--- config.mk ---
export PLATFORM = sky130hd
export DESIGN_NAME = rc_timer_resistance_meter_flat
export DESIGN_NICKNAME = d
export VERILOG_FILES = /design/src/rtl/rctm_pkg.sv /design/src/rtl/rctm_if.sv /design/src/rtl/rctm_front.sv /design/src/rtl/rctm_queue.sv /design/src/rtl/rctm_back.sv /design/src/rtl/rc_timer_resistance_meter.sv /design/src/flat_wrapper.sv
export SDC_FILE = /design/constraint.sdc
export NUM_CORES = 2
export LEC_CHECK = 0
export BUFFER_PORTS_ARGS = -buffer_cell sky130_fd_sc_hd__buf_4
export CAP_MARGIN = 5
export CORE_MARGIN = 2
export CORE_UTILIZATION = 40
export DETAILED_ROUTE_END_ITERATION = 8
export PLACE_DENSITY = 0.66
export SLEW_MARGIN = 20
export SYNTH_ARGS = -nofsm -noshare
export SYNTH_HDL_FRONTEND = slang
export SYNTH_SLANG_ARGS = --single-unit
--- constraint.sdc ---
create_clock -name clk -period 8.9 [get_ports clk]
set_input_delay 0.89 -clock clk [delete_from_list [all_inputs] [get_ports clk]]
set_output_delay 0.89 -clock clk [all_outputs]
set_load 0.02 [all_outputs]
--- src/rtl/rctm_pkg.sv ---
// Shared constants and types of the RC timer resistance meter.
// Used by the interfaces and every module of the block; depends on nothing.
`default_nettype none

package rctm_pkg;

  // Sizes of the measurement.
  localparam int AVG_DEPTH     = 50;
  localparam int DISCARD_PAIRS = 1;
  localparam int TIME_BITS     = 32;

  // Field widths.
  localparam int STAMP_W = 32;
  localparam int CH_W    = 4;
  localparam int RB_W    = 30;
  localparam int OUT_W   = 16;

  // Derived widths.
  localparam int FILL_W  = $clog2(AVG_DEPTH + 1);
  localparam int SLOT_W  = (AVG_DEPTH > 1) ? $clog2(AVG_DEPTH) : 1;
  localparam int TOTAL_W = TIME_BITS + FILL_W;
  localparam int NUM_W   = TOTAL_W + 1;
  localparam int P_W     = TOTAL_W + RB_W;
  localparam int DVD_W   = OUT_W + TOTAL_W + 2;
  localparam int REM_W   = TOTAL_W + 2;
  localparam int STEP_W  = $clog2(RB_W + 1);
  localparam int DISC_W  = ($clog2(DISCARD_PAIRS + 1) < 1) ? 1 : $clog2(DISCARD_PAIRS + 1);

  // Pair queue between the edge front end and the arithmetic back end.
  localparam int QUEUE_DEPTH = 2;
  localparam int QPTR_W      = $clog2(QUEUE_DEPTH);
  localparam int QCNT_W      = $clog2(QUEUE_DEPTH + 1);

  // Register reset values and limits.
  localparam logic [RB_W-1:0]  RB_RESET = RB_W'(10000);
  localparam logic [OUT_W-1:0] OUT_MAX  = {OUT_W{1'b1}};

  // One measured pair to be converted.
  typedef struct packed {
    logic [TIME_BITS-1:0] high_time;
    logic [TIME_BITS-1:0] low_time;
    logic [CH_W-1:0]      channel;
  } job_t;

  // Push side of the pair queue.
  typedef struct packed {
    logic valid;
    job_t job;
  } push_t;

  // Head of the pair queue.
  typedef struct packed {
    logic valid;
    job_t job;
  } head_t;

endpackage

`default_nettype wire

--- src/rtl/rctm_if.sv ---
// Valid/ready channel interfaces of the RC timer resistance meter.
// Depends on rctm_pkg for the field widths.
`default_nettype none

// Timer edges coming in.
interface edge_if;
  logic                          valid;
  logic                          ready;
  logic                          edge_level;
  logic [rctm_pkg::STAMP_W-1:0]  edge_time;
  logic [rctm_pkg::CH_W-1:0]     channel;

  modport source (output valid, edge_level, edge_time, channel, input ready);
  modport sink   (input valid, edge_level, edge_time, channel, output ready);
endinterface

// Resistance results going out.
interface result_if;
  logic                        valid;
  logic                        ready;
  logic [rctm_pkg::OUT_W-1:0]  resistance;
  logic [rctm_pkg::CH_W-1:0]   result_channel;
  logic                        saturated;

  modport source (output valid, resistance, result_channel, saturated, input ready);
  modport sink   (input valid, resistance, result_channel, saturated, output ready);
endinterface

`default_nettype wire

--- src/rtl/rctm_front.sv ---
// Edge front end: tracks channel switches, edge stamps and phase times, and
// pushes every usable high/low pair into the pair queue. Depends on rctm_pkg.
`default_nettype none

module rctm_front (
  input  logic            clk,
  input  logic            rst,
  edge_if.sink            edges,
  input  logic            queue_full,
  output rctm_pkg::push_t push
);

  logic                             rise_seen;
  logic                             fall_seen;
  logic                             low_measured;
  logic [rctm_pkg::DISC_W-1:0]      discard_left;
  logic [rctm_pkg::CH_W-1:0]        prev_channel;
  logic                             prev_valid;
  logic [rctm_pkg::TIME_BITS-1:0]   rise_stamp;
  logic [rctm_pkg::TIME_BITS-1:0]   fall_stamp;
  logic [rctm_pkg::TIME_BITS-1:0]   low_time;

  logic                             accept;
  logic                             switched;
  logic                             rise_seen_c;
  logic                             fall_seen_c;
  logic                             low_meas_c;
  logic [rctm_pkg::DISC_W-1:0]      discard_c;
  logic [rctm_pkg::DISC_W-1:0]      discard_next;
  logic                             low_meas_next;
  logic [rctm_pkg::TIME_BITS-1:0]   stamp;
  logic [rctm_pkg::TIME_BITS-1:0]   high_new;
  logic                             pair;

  // An edge is taken whenever the queue can hold a pair.
  assign edges.ready = !queue_full;
  assign accept      = edges.valid && edges.ready;
  assign stamp       = edges.edge_time[rctm_pkg::TIME_BITS-1:0];

  // A channel switch clears the capture state before the edge is used.
  always_comb begin
    switched    = !prev_valid || (edges.channel != prev_channel);
    rise_seen_c = switched ? 1'b0 : rise_seen;
    fall_seen_c = switched ? 1'b0 : fall_seen;
    low_meas_c  = switched ? 1'b0 : low_measured;
    discard_c   = switched ? rctm_pkg::DISC_W'(rctm_pkg::DISCARD_PAIRS) : discard_left;
  end

  // A falling edge closing a high phase after a measured low phase is a pair.
  always_comb begin
    high_new      = stamp - rise_stamp;
    pair          = accept && !edges.edge_level && rise_seen_c && low_meas_c;
    low_meas_next = low_meas_c || (edges.edge_level && fall_seen_c);
    discard_next  = discard_c;
    if (pair && (discard_c != '0)) begin
      discard_next = discard_c - rctm_pkg::DISC_W'(1);
    end
    push.valid          = pair && (discard_c == '0) && (high_new != '0) && (low_time != '0);
    push.job.high_time  = high_new;
    push.job.low_time   = low_time;
    push.job.channel    = edges.channel;
  end

  // Control state.
  always_ff @(posedge clk) begin
    if (rst) begin
      rise_seen    <= 1'b0;
      fall_seen    <= 1'b0;
      low_measured <= 1'b0;
      discard_left <= rctm_pkg::DISC_W'(rctm_pkg::DISCARD_PAIRS);
      prev_channel <= '0;
      prev_valid   <= 1'b0;
    end else if (accept) begin
      rise_seen    <= rise_seen_c || edges.edge_level;
      fall_seen    <= fall_seen_c || !edges.edge_level;
      low_measured <= low_meas_next;
      discard_left <= discard_next;
      prev_channel <= edges.channel;
      prev_valid   <= 1'b1;
    end
  end

  // Stamps and the low phase time; they are only read behind their seen marks.
  always_ff @(posedge clk) begin
    if (accept) begin
      if (edges.edge_level) begin
        rise_stamp <= stamp;
        if (fall_seen_c) begin
          low_time <= stamp - fall_stamp;
        end
      end else begin
        fall_stamp <= stamp;
      end
    end
  end

endmodule

`default_nettype wire

--- src/rtl/rctm_queue.sv ---
// Short pair queue that decouples the edge front end from the back end.
// Depends on rctm_pkg for the job type and depth.
`default_nettype none

module rctm_queue (
  input  logic            clk,
  input  logic            rst,
  input  rctm_pkg::push_t push,
  input  logic            pop,
  output rctm_pkg::head_t head,
  output logic            full
);

  rctm_pkg::job_t                 slots [rctm_pkg::QUEUE_DEPTH];
  logic [rctm_pkg::QPTR_W-1:0]    wr_ptr;
  logic [rctm_pkg::QPTR_W-1:0]    rd_ptr;
  logic [rctm_pkg::QCNT_W-1:0]    count;
  logic                           do_pop;

  assign full       = (count == rctm_pkg::QCNT_W'(rctm_pkg::QUEUE_DEPTH));
  assign head.valid = (count != '0);
  assign head.job   = slots[rd_ptr];
  assign do_pop     = pop && head.valid;

  // Pointers and fill count.
  always_ff @(posedge clk) begin
    if (rst) begin
      wr_ptr <= '0;
      rd_ptr <= '0;
      count  <= '0;
    end else begin
      if (push.valid) begin
        wr_ptr <= (wr_ptr == rctm_pkg::QPTR_W'(rctm_pkg::QUEUE_DEPTH - 1)) ? '0
                  : wr_ptr + rctm_pkg::QPTR_W'(1);
      end
      if (do_pop) begin
        rd_ptr <= (rd_ptr == rctm_pkg::QPTR_W'(rctm_pkg::QUEUE_DEPTH - 1)) ? '0
                  : rd_ptr + rctm_pkg::QPTR_W'(1);
      end
      if (push.valid && !do_pop) begin
        count <= count + rctm_pkg::QCNT_W'(1);
      end else if (!push.valid && do_pop) begin
        count <= count - rctm_pkg::QCNT_W'(1);
      end
    end
  end

  // Entry storage.
  always_ff @(posedge clk) begin
    if (push.valid) begin
      slots[wr_ptr] <= push.job;
    end
  end

endmodule

`default_nettype wire

--- src/rtl/rctm_back.sv ---
// Arithmetic back end: keeps the low-time history and its running total,
// then works out rb*(high*count - total)/total with a shift-add multiplier
// and a restoring divider. Depends on rctm_pkg and the result interface.
`default_nettype none

module rctm_back (
  input  logic                         clk,
  input  logic                         rst,
  input  logic                         cfg_we,
  input  logic [rctm_pkg::RB_W-1:0]    cfg_wdata,
  input  rctm_pkg::head_t              head,
  output logic                         pop,
  result_if.source                     results
);

  localparam int TW  = rctm_pkg::TOTAL_W;
  localparam int NW  = rctm_pkg::NUM_W;
  localparam int PW  = rctm_pkg::P_W;
  localparam int DW  = rctm_pkg::DVD_W;
  localparam int RW  = rctm_pkg::REM_W;
  localparam int OW  = rctm_pkg::OUT_W;
  localparam int SW  = rctm_pkg::STEP_W;

  localparam logic [2:0] S_IDLE = 3'd0;
  localparam logic [2:0] S_HIST = 3'd1;
  localparam logic [2:0] S_PROD = 3'd2;
  localparam logic [2:0] S_NUM  = 3'd3;
  localparam logic [2:0] S_MUL  = 3'd4;
  localparam logic [2:0] S_CMP  = 3'd5;
  localparam logic [2:0] S_DIV  = 3'd6;
  localparam logic [2:0] S_OUT  = 3'd7;

  logic [2:0]                       state;
  logic [rctm_pkg::RB_W-1:0]        rb;
  logic [TW-1:0]                    total;
  logic [rctm_pkg::SLOT_W-1:0]      slot;
  logic [rctm_pkg::FILL_W-1:0]      fill;
  logic [rctm_pkg::TIME_BITS-1:0]   history [rctm_pkg::AVG_DEPTH];
  logic [rctm_pkg::TIME_BITS-1:0]   hist_rdata;
  rctm_pkg::job_t                   job;
  logic [TW-1:0]                    prod;
  logic [PW-1:0]                    mcand;
  logic [rctm_pkg::RB_W-1:0]        mplier;
  logic [PW-1:0]                    acc;
  logic [RW-1:0]                    rem;
  logic [OW-1:0]                    dvd_lo;
  logic [SW-1:0]                    step;
  logic [OW-1:0]                    res;
  logic                             sat;
  logic                             out_valid;
  logic [OW-1:0]                    out_res;
  logic [rctm_pkg::CH_W-1:0]        out_ch;
  logic                             out_sat;

  logic [rctm_pkg::TIME_BITS-1:0]   old_low;
  logic [NW-1:0]                    num;
  logic [PW-1:0]                    limit;
  logic [DW-1:0]                    dvd;
  logic [RW-1:0]                    divisor;
  logic [RW-1:0]                    trial;
  logic                             qbit;

  // Output register.
  assign results.valid          = out_valid;
  assign results.resistance     = out_res;
  assign results.result_channel = out_ch;
  assign results.saturated      = out_sat;

  assign pop = (state == S_IDLE) && head.valid;

  // Datapath terms of the individual steps.
  always_comb begin
    old_low = (fill == rctm_pkg::FILL_W'(rctm_pkg::AVG_DEPTH)) ? hist_rdata : '0;
    num     = {1'b0, prod} - {1'b0, total};
    limit   = (PW'(total) << OW) - PW'(total);
    dvd     = {acc[DW-2:0], 1'b0} + DW'(total);
    divisor = {1'b0, total, 1'b0};
    trial   = {rem[RW-2:0], dvd_lo[OW-1]};
    qbit    = (trial >= divisor);
  end

  // History memory: registered read at the write slot, written once per pair.
  always_ff @(posedge clk) begin
    hist_rdata <= history[slot];
    if (state == S_HIST) begin
      history[slot] <= job.low_time;
    end
  end

  // Sequencer, average bookkeeping and the configuration register.
  always_ff @(posedge clk) begin
    if (rst) begin
      state     <= S_IDLE;
      rb        <= rctm_pkg::RB_RESET;
      total     <= '0;
      slot      <= '0;
      fill      <= '0;
      out_valid <= 1'b0;
    end else begin
      // The output register fills when it is free and empties when the sink takes the beat.
      if ((state == S_OUT) && (!out_valid || results.ready)) begin
        out_valid <= 1'b1;
      end else if (out_valid && results.ready) begin
        out_valid <= 1'b0;
      end
      case (state)
        S_IDLE: begin
          if (head.valid) begin
            state <= S_HIST;
          end
        end
        S_HIST: begin
          state <= S_PROD;
        end
        S_PROD: begin
          state <= S_NUM;
        end
        S_NUM: begin
          if ((rb == '0) || (num == '0) || num[NW-1]) begin
            state <= S_OUT;
          end else begin
            state <= S_MUL;
          end
        end
        S_MUL: begin
          if (step == SW'(1)) begin
            state <= S_CMP;
          end
        end
        S_CMP: begin
          state <= (acc > limit) ? S_OUT : S_DIV;
        end
        S_DIV: begin
          if (step == SW'(1)) begin
            state <= S_OUT;
          end
        end
        S_OUT: begin
          if (!out_valid || results.ready) begin
            state <= S_IDLE;
          end
        end
        default: begin
          state <= S_IDLE;
        end
      endcase
      // Writing the resistor value restarts the average; otherwise a pair enters it.
      if (cfg_we) begin
        rb    <= cfg_wdata;
        total <= '0;
        slot  <= '0;
        fill  <= '0;
      end else if (state == S_HIST) begin
        total <= total - TW'(old_low) + TW'(job.low_time);
        slot  <= (slot == rctm_pkg::SLOT_W'(rctm_pkg::AVG_DEPTH - 1)) ? '0
                 : slot + rctm_pkg::SLOT_W'(1);
        if (fill != rctm_pkg::FILL_W'(rctm_pkg::AVG_DEPTH)) begin
          fill <= fill + rctm_pkg::FILL_W'(1);
        end
      end
    end
  end

  // Arithmetic registers of the multiply and divide steps.
  always_ff @(posedge clk) begin
    case (state)
      S_IDLE: begin
        job <= head.job;
      end
      S_PROD: begin
        prod <= TW'(job.high_time) * TW'(fill);
      end
      S_NUM: begin
        // A zero resistor gives zero without the saturation mark.
        res    <= '0;
        sat    <= num[NW-1] && (rb != '0);
        mcand  <= PW'(num[TW-1:0]);
        mplier <= rb;
        acc    <= '0;
        step   <= SW'(rctm_pkg::RB_W);
      end
      S_MUL: begin
        if (mplier[0]) begin
          acc <= acc + mcand;
        end
        mcand  <= mcand << 1;
        mplier <= mplier >> 1;
        step   <= step - SW'(1);
      end
      S_CMP: begin
        res    <= rctm_pkg::OUT_MAX;
        sat    <= (acc > limit);
        rem    <= dvd[DW-1:OW];
        dvd_lo <= dvd[OW-1:0];
        step   <= SW'(OW);
      end
      S_DIV: begin
        rem    <= qbit ? (trial - divisor) : trial;
        dvd_lo <= dvd_lo << 1;
        res    <= {res[OW-2:0], qbit};
        step   <= step - SW'(1);
      end
      S_OUT: begin
        if (!out_valid || results.ready) begin
          out_res <= res;
          out_ch  <= job.channel;
          out_sat <= sat;
        end
      end
      default: begin
      end
    endcase
  end

endmodule

`default_nettype wire

--- src/rtl/rc_timer_resistance_meter.sv ---
// Top level of the RC timer resistance meter.
// Depends on rctm_pkg, rctm_if, rctm_front, rctm_queue and rctm_back.
`default_nettype none

// The block takes one timer edge per cycle into a front end that tracks the
// capture state and hands each usable high/low pair to a two-entry queue, so
// edges keep flowing while a pair is being converted. The back end converts
// one pair at a time: it takes the pair from the queue, updates the low-time
// history and forms high*count - total, then runs a shift-add multiply by the
// resistor value, a compare step and a restoring divide before handing the
// result to the output register. A pair whose result is zero or negative, or
// taken with a zero resistor, skips the multiply and divide, and one that
// saturates at the top skips the divide. The shared multiply and divide loop
// sets the pair rate. Edges stall only when two pairs are already queued. The
// low-time history needs no clearing pass after reset or after a write of the
// resistor register: a fill count marks which entries hold data.
module rc_timer_resistance_meter (
  input  logic                       clk,
  input  logic                       rst,
  input  logic                       cfg_we,
  input  logic [rctm_pkg::RB_W-1:0]  cfg_wdata,
  edge_if.sink                       edges,
  result_if.source                   results
);

  rctm_pkg::push_t push;
  rctm_pkg::head_t head;
  logic            queue_full;
  logic            pop;

  // Edge tracking.
  rctm_front u_front (
    .clk        (clk),
    .rst        (rst),
    .edges      (edges),
    .queue_full (queue_full),
    .push       (push)
  );

  // Pair queue.
  rctm_queue u_queue (
    .clk  (clk),
    .rst  (rst),
    .push (push),
    .pop  (pop),
    .head (head),
    .full (queue_full)
  );

  // Average and resistance arithmetic.
  rctm_back u_back (
    .clk       (clk),
    .rst       (rst),
    .cfg_we    (cfg_we),
    .cfg_wdata (cfg_wdata),
    .head      (head),
    .pop       (pop),
    .results   (results)
  );

endmodule

`default_nettype wire

--- src/flat_wrapper.sv ---
// flat-port wrapper written by rule: the top's interface ports become plain ports
module rc_timer_resistance_meter_flat 
  (clk, rst, cfg_we, cfg_wdata, edges_valid, edges_edge_level, edges_edge_time, edges_channel, edges_ready, results_valid, results_resistance, results_result_channel, results_saturated, results_ready);
  edge_if edges_i ();
  result_if results_i ();
  input  logic clk;
  input  logic rst;
  input  logic cfg_we;
  input  logic [rctm_pkg::RB_W-1:0] cfg_wdata;
  input wire logic [$bits(edges_i.valid)-1:0] edges_valid;
  input wire logic [$bits(edges_i.edge_level)-1:0] edges_edge_level;
  input wire logic [$bits(edges_i.edge_time)-1:0] edges_edge_time;
  input wire logic [$bits(edges_i.channel)-1:0] edges_channel;
  output wire logic [$bits(edges_i.ready)-1:0] edges_ready;
  output wire logic [$bits(results_i.valid)-1:0] results_valid;
  output wire logic [$bits(results_i.resistance)-1:0] results_resistance;
  output wire logic [$bits(results_i.result_channel)-1:0] results_result_channel;
  output wire logic [$bits(results_i.saturated)-1:0] results_saturated;
  input wire logic [$bits(results_i.ready)-1:0] results_ready;
  assign edges_i.valid = edges_valid;
  assign edges_i.edge_level = edges_edge_level;
  assign edges_i.edge_time = edges_edge_time;
  assign edges_i.channel = edges_channel;
  assign edges_ready = edges_i.ready;
  assign results_valid = results_i.valid;
  assign results_resistance = results_i.resistance;
  assign results_result_channel = results_i.result_channel;
  assign results_saturated = results_i.saturated;
  assign results_i.ready = results_ready;
  rc_timer_resistance_meter u_core (.clk(clk), .rst(rst), .cfg_we(cfg_we), .cfg_wdata(cfg_wdata), .edges(edges_i), .results(results_i));
endmodule
=== Word level (Yosys, flattened, before mapping) ===
Memories as Yosys holds them, arrays and structs flattened. A register that Yosys moved wholly into a read port is not among the register bits.
Cells that the tools add are included.

* Register bits: 495
* Memory bits (writable): 1736
* Input port bits: 72
* Word-level logic and storage cells: 158
* Memories: 2

* Add/sub/neg operators: 17
* Multipliers: 1
* $lt $le $gt $ge: 2
* Equality and inequality tests: 18
* Mux-type cells: 34
* Bitwise operators: 2
* Reduce and logical (&&, ||, !) cells: 52

{| class="wikitable"
|+ Memory list
! memory !! words !! bits a word !! rd ports !! clocked after memory_dff !! write ports !! line !! source
|-
| u_core.u_back.history || 50 || 32 || 1 || 1 || 1 || rctm_back.sv:38 || <nowiki>logic [rctm_pkg::TIME_BITS-1:0] history [rctm_pkg::AVG_DEPTH];</nowiki>
|-
| u_core.u_queue.slots || 2 || 68 || 1 || 1 || 1 || rctm_queue.sv:14 || <nowiki>rctm_pkg::job_t slots [rctm_pkg::QUEUE_DEPTH];</nowiki>
|}

{| class="wikitable"
|+ Operators with widths
! operator !! count
|-
| 68-bit case mux with 2 select lines || 2
|-
| 39-bit case mux with 2 select lines || 1
|-
| 68-bit adder || 1
|-
| 68-bit > comparator || 1
|-
| 68-bit 2-to-1 mux || 1
|-
| 32-bit nonzero test || 2
|-
| 32-bit subtractor || 2
|-
| 30-bit case mux with 2 select lines || 1
|-
| 55-bit by 38-bit adder with 55-bit output || 1
|-
| 54-bit by 38-bit subtractor with 55-bit output || 1
|-
| 16-bit case mux with 3 select lines || 1
|-
| 40-bit by 39-bit greater-or-equal comparator with 1-bit output || 1
|-
| 39-bit logical NOT || 1
|-
| 39-bit 2-to-1 mux || 1
|-
| 38-bit by 38-bit subtractor with 39-bit output || 1
|-
| 39-bit subtractor || 1
|-
| 38-bit by 32-bit adder with 38-bit output || 1
|-
| 32-bit by 6-bit multiplier with 38-bit output || 1
|-
| 38-bit by 32-bit subtractor with 38-bit output || 1
|-
| 32-bit 2-to-1 mux || 1
|-
| 16-bit case mux with 2 select lines || 1
|-
| 30-bit logical NOT || 1
|-
| 30-bit nonzero test || 1
|-
| 3-bit case mux with 8 select lines || 1
|-
| other kinds (33) || 99
|}

=== Logic depth before layout (Yosys ltp) ===
* Word-level depth: 13
* Mapped depth: 25
* Gate-level depth less buffers: 23

=== By module ===
From an unflattened synthesis, not the netlist that was laid out.

* Cell total of the unflattened synthesis: 8285
* Area total of the unflattened synthesis: 109209.7 sq um

{| class="wikitable"
|+ By module, submodules not included
! module !! times used !! cells an instance !! area an instance (sq um) !! seq. area each (sq um)
|-
| rctm_back || 1 || 7395 || 97257.0 || 61479.0
|-
| rctm_front || 1 || 656 || 6746.5 || 3062.9
|-
| rctm_queue || 1 || 234 || 5206.2 || 4184.0
|}

=== Worst setup path after synthesis ===
Ideal clock, no wire load.

* Path kind: register -> register
* Start: reg u_core.u_back.state[2]
* End: reg u_core.u_back.mcand[0], enable pin
* Data arrival time: 7.739 ns
* Required time: 8.210 ns
* Slack: 0.471 ns
* Cell stages (with the launch flop): 5
* Buffers on the path: 3
* Cell sequence: dfxtp_1 > clkbuf_1 > clkbuf_1 > clkbuf_1 > o21ai_0

* Longest elaborated chain between the ends: 2
* Elaborated cells on any way between the ends: 3
* Classes of those cells: eq/ne: 2; reduce/logical: 1

{| class="wikitable"
|+ Ends and longest elaborated chain
! what !! line !! source
|-
| from (decl) || rctm_back.sv:33 || <nowiki>logic [2:0] state;</nowiki>
|-
| from (signal assigned) || rctm_back.sv:131 || <nowiki>state <= (acc > limit) ? S_OUT : S_DIV;</nowiki>
|-
| 3-bit == test / 3-bit by 2-bit == test with 1-bit output (equally long branches) || rctm_back.sv:166 || <nowiki>case (state)</nowiki>
|-
| 2-bit nonzero test (no source line) (*) || - ||
|-
| to (signal assigned) || rctm_back.sv:177 || <nowiki>mcand <= PW'(num[TW-1:0]);</nowiki>
|-
| to (signal assigned) || rctm_back.sv:186 || <nowiki>mcand <= mcand << 1;</nowiki>
|-
| to (decl) || rctm_back.sv:42 || <nowiki>logic [PW-1:0] mcand;</nowiki>
|}

Mark *: on every way between the ends. The rest lies on a longest branch, timed or not.
A chain may end at the register's enable or synchronous reset.

=== Final worst setup path ===
* Start: reg u_core.u_back.total[1]
* End: reg u_core.u_back.sat (data pin)

* Longest elaborated chain between the ends: 3
* Elaborated cells on any way between the ends: 5
* Classes of those cells: add/sub: 2; order compare: 1; mux: 1; reduce/logical: 1

{| class="wikitable"
|+ Ends and longest elaborated chain
! what !! line !! source
|-
| from (decl) || rctm_back.sv:35 || <nowiki>logic [TW-1:0] total;</nowiki>
|-
| from (signal assigned) || rctm_back.sv:154 || <nowiki>total <= total - TW'(old_low) + TW'(job.low_time);</nowiki>
|-
| 54-bit by 38-bit subtractor with 55-bit output / 38-bit by 38-bit subtractor with 39-bit output (equally long branches) || rctm_back.sv:75, rctm_back.sv:74 ||
|-
| 68-bit > comparator / 1-bit logical AND (equally long branches) || rctm_back.sv:192, rctm_back.sv:176 ||
|-
| 1-bit case mux with 2 select lines (*) || rctm_back.sv:166 ||
|-
| to (signal assigned) || rctm_back.sv:176 || <nowiki>sat <= num[NW-1] && (rb != '0);</nowiki>
|-
| to (signal assigned) || rctm_back.sv:192 || <nowiki>sat <= (acc > limit);</nowiki>
|-
| to (decl) || rctm_back.sv:49 || <nowiki>logic sat;</nowiki>
|}

Marks and branches as above.

==> flow_metrics.tcl <==
set metrics [dict create \
    portBuffers 94 \
    cts_setup_buffers 0 \
    grt_use_total_pct 22.1 \
    route.detailed.drc 0 \
    post_drt_wl_per_cell_um 25.9 \
    synthCells 8272 \
    yosysWarnings 0 \
    p_total_mw 36.1 \
    start_kind "flop" \
    finalMaxSlewViolations 0 \
    cts_made_buffers 237 \
    grt_pass1_vias 70100 \
    gp_congestion 0.971 \
    syn_avg_cell_area_um2 13.2 \
    rr_worst_depth 22 \
    initial_core_util_pct 40.2 \
    timing.final.crit_share_pct 76.0 \
    cts_root_buf "clkbuf_16" \
    synthesis.area_um2 109000 \
    crit_path_end_kind "flop" \
    cts.repair.resized 0 \
    fill_cells 23700 \
    die-area_um2 277000 \
    max_freq_mhz 148 \
    hpwl_um 194000 \
    period_minus_slack_ns 6.76 \
    firstDrtPassIters 6 \
    rsz0062_at_grt "no" \
    cts_sinks 2331 \
    postCtsHoldBufs 0 \
    finalSetupTns_ns 0 \
    grt_overflow_total 0 \
    antenna_left 0 \
    drt_wl_total_um 314000 \
    irDropWorstVdd_mv 0.225 \
    async_flop_share_pct 0 \
    routed_via_density 5.94 \
    drv_cap 0 \
    final_common_cell "edfxtp_1" \
    htreeDepth 4 \
    layout_common_cells "edfxtp_1, nand2_1, a22oi_1" \
    drive_above_1_share_pct 9.37 \
    cp.required_ns 9.48 \
    crit_type "reg -> reg" \
    ys_seq_area_share_pct 63.1 \
    design.core.area_um2 271000 \
    row_count 191 \
    drtIter0Drc 8231 \
    antenna_found_initial 9 \
    io_pins 95 \
    die_y_um 526 \
    ys_types 87 \
    grt_pass1_wl_um 462000 \
    hold_path.class "in -> reg" \
    setup_viol 0 \
    synth-edff-count 2202 \
    power.density_nw_per_um2 295 \
    hold_viol_final 0 \
    fin_nets 9046 \
    synth_fp_nets 8932 \
    die_x_um 526 \
    vias 72100 \
    area_growth_pct 12.3 \
    ys.flop_type "edfxtp_1" \
    cellLeakagePower_nw 43.5 \
    status "completed" \
    ys_seq_elements 2331 \
    slew_headroom_pct 14.9 \
    tightestPinTransition_ns 1.27 \
    critPathArrivalTime_ns 7.34 \
    clock_latency_ns 0.93 \
    cts_tree "built" \
    fin_skew_ns 0.109 \
    regArea_um2 68700 \
    dpl.cell_count 11700 \
    multi_input_area_um2 37800 \
    holdPathStages 2 \
    path_max_fanout 14 \
    instances_no_fill 12100 \
    path_clk_slew_ns 0.06 \
    grt_max_degree 119 \
    cts_buffer_depth 4 \
]
-- cell type report --
cell class                 count  share of cell area, %
clock buffer                 290                   5.14
multi-input combinational   5149                   30.9
clock inverter               135                   1.22
tap                         3570                   3.65
sequential                  2331                   56.2
timing repair buffer         253                   1.65
inverter                     414                   1.27
antenna                        2                0.00409
-- critical path, stage by stage (launching register included) --
cell	delay [ns]
dfxtp_1	0.63
inv_1	0.26
ha_1	0.31
and2_1	0.19
nand4_1	0.12
a21oi_1	0.11
a221o_1	0.35
o31ai_1	0.55
o21ai_0	0.27
a31oi_1	0.27
o21a_1	0.22
nand4_1	0.64
ha_1	0.60
a21oi_1	0.16
nor2_1	0.07
a2111oi_0	0.43
nor2_1	0.11
o21ai_0	0.20
nand2b_1	0.10
a221oi_1	0.36
o211ai_1	0.14
o211ai_1	0.22
o31ai_1	0.15
-- state kept, by name, indices dropped and copies added (netlist names), 5 cells and up --
register / cells
u_core.u_queue.slots: 136
u_core.u_back.results.resistance: 16
u_core.u_back.prod: 38
u_core.u_front.fall_stamp: 32
u_core.u_front.rise_stamp: 32
u_core.u_back.step: 5
u_core.u_back.hist_rdata: 32
u_core.u_back.dvd_lo: 16
u_core.u_back.history: 1600
u_core.u_front.low_time: 32
u_core.u_back.fill: 6
u_core.u_back.job: 68
u_core.u_back.total: 38
u_core.u_back.rem: 39
u_core.u_back.mcand: 68
u_core.u_back.acc: 68
u_core.u_back.mplier: 30
u_core.u_back.slot: 6
u_core.u_back.rb: 30
u_core.u_back.res: 16
-- power breakdown --
group	internal, mW	switching, mW
registers	13.8	0.434
clock network	5.84	4.22
logic	4.02	7.83
total	23.6	12.5
-- synth_stat cells (70+ instances only) --
cell | number | area (um^2)
a21o_1 | 219 | 1640
a21oi_1 | 440 | 2200
a221oi_1 | 115 | 1010
a22o_1 | 106 | 928
a22oi_1 | 572 | 4290
a31oi_1 | 83 | 519
and2_1 | 83 | 519
and3_1 | 87 | 544
clkbuf_1 | 309 | 1160
dfxtp_1 | 129 | 2580
edfxtp_1 | 2202 | 66100
fa_1 | 159 | 3180
ha_1 | 429 | 5370
inv_1 | 414 | 1550
mux2_2 | 83 | 935
nand2_1 | 597 | 2240
nand3_1 | 96 | 480
nand4_1 | 209 | 1310
nor2_1 | 465 | 1750
nor2b_1 | 70 | 438
nor3_1 | 84 | 420
o21ai_0 | 266 | 1330
xnor2_1 | 192 | 1680
xor2_1 | 143 | 1250
-- cells by family (layout without fill, tap and decap cells) --
| logic type | Yosys count | after routing | synth area share (%) |
|---|---|---|---|
| buffers and inverters | 792 | 1092 | 2.73 |
| xor gates and xnor gates | 335 | 335 | 2.69 |
| muxes | 147 | 147 | 1.45 |
| other | 0 | 2 | 0 |
| adders and majority gates | 588 | 588 | 7.85 |
| and+or+nand+nor | 1886 | 1886 | 8.30 |
| AOI/OAI and AO/OA | 2193 | 2193 | 13.9 |
| DFF | 2331 | 2331 | 63.1 |
-- stage by stage --
stage	cell area (um^2)	hold slack, ns	utilization (%)	worst slack [ns]
after floorplan	109000	0.400	-	0.471
after global placement	115000	0.404	42.3	2.10
after detailed placement	115000	0.407	42.3	2.23
after CTS	122000	0.176	45.2	2.27
after global routing	122000	0.199	45.2	1.49
final	122000	0.236	45.2	2.14
-- worst paths after layout --
kind / start / slack (ns) / endpoint
worst min register to register: u_core.u_back.res[15] / 0.43 / u_core.u_back.results.resistance[15]
worst min-delay path: cfg_wdata[9] / 0.24 / u_core.u_back.rb[9]
worst max-delay path: u_core.u_back.total[1] / 2.14 / u_core.u_back.sat
worst max register to register: u_core.u_back.total[1] / 2.14 / u_core.u_back.sat
-- per-layer routing --
| layer | track usage [%] | wire, um | part of all wire [%] |
|---|---|---|---|
| met1 | 30.7 | 131000 | 42 |
| met2 | 35.0 | 143000 | 46 |
| met3 | 3.82 | 29100 | 9.3 |
| met4 | 7.16 | 10800 | 3.4 |
| met5 | 0 | 0 | 0 |
Power figures use the tool's default switching activity.
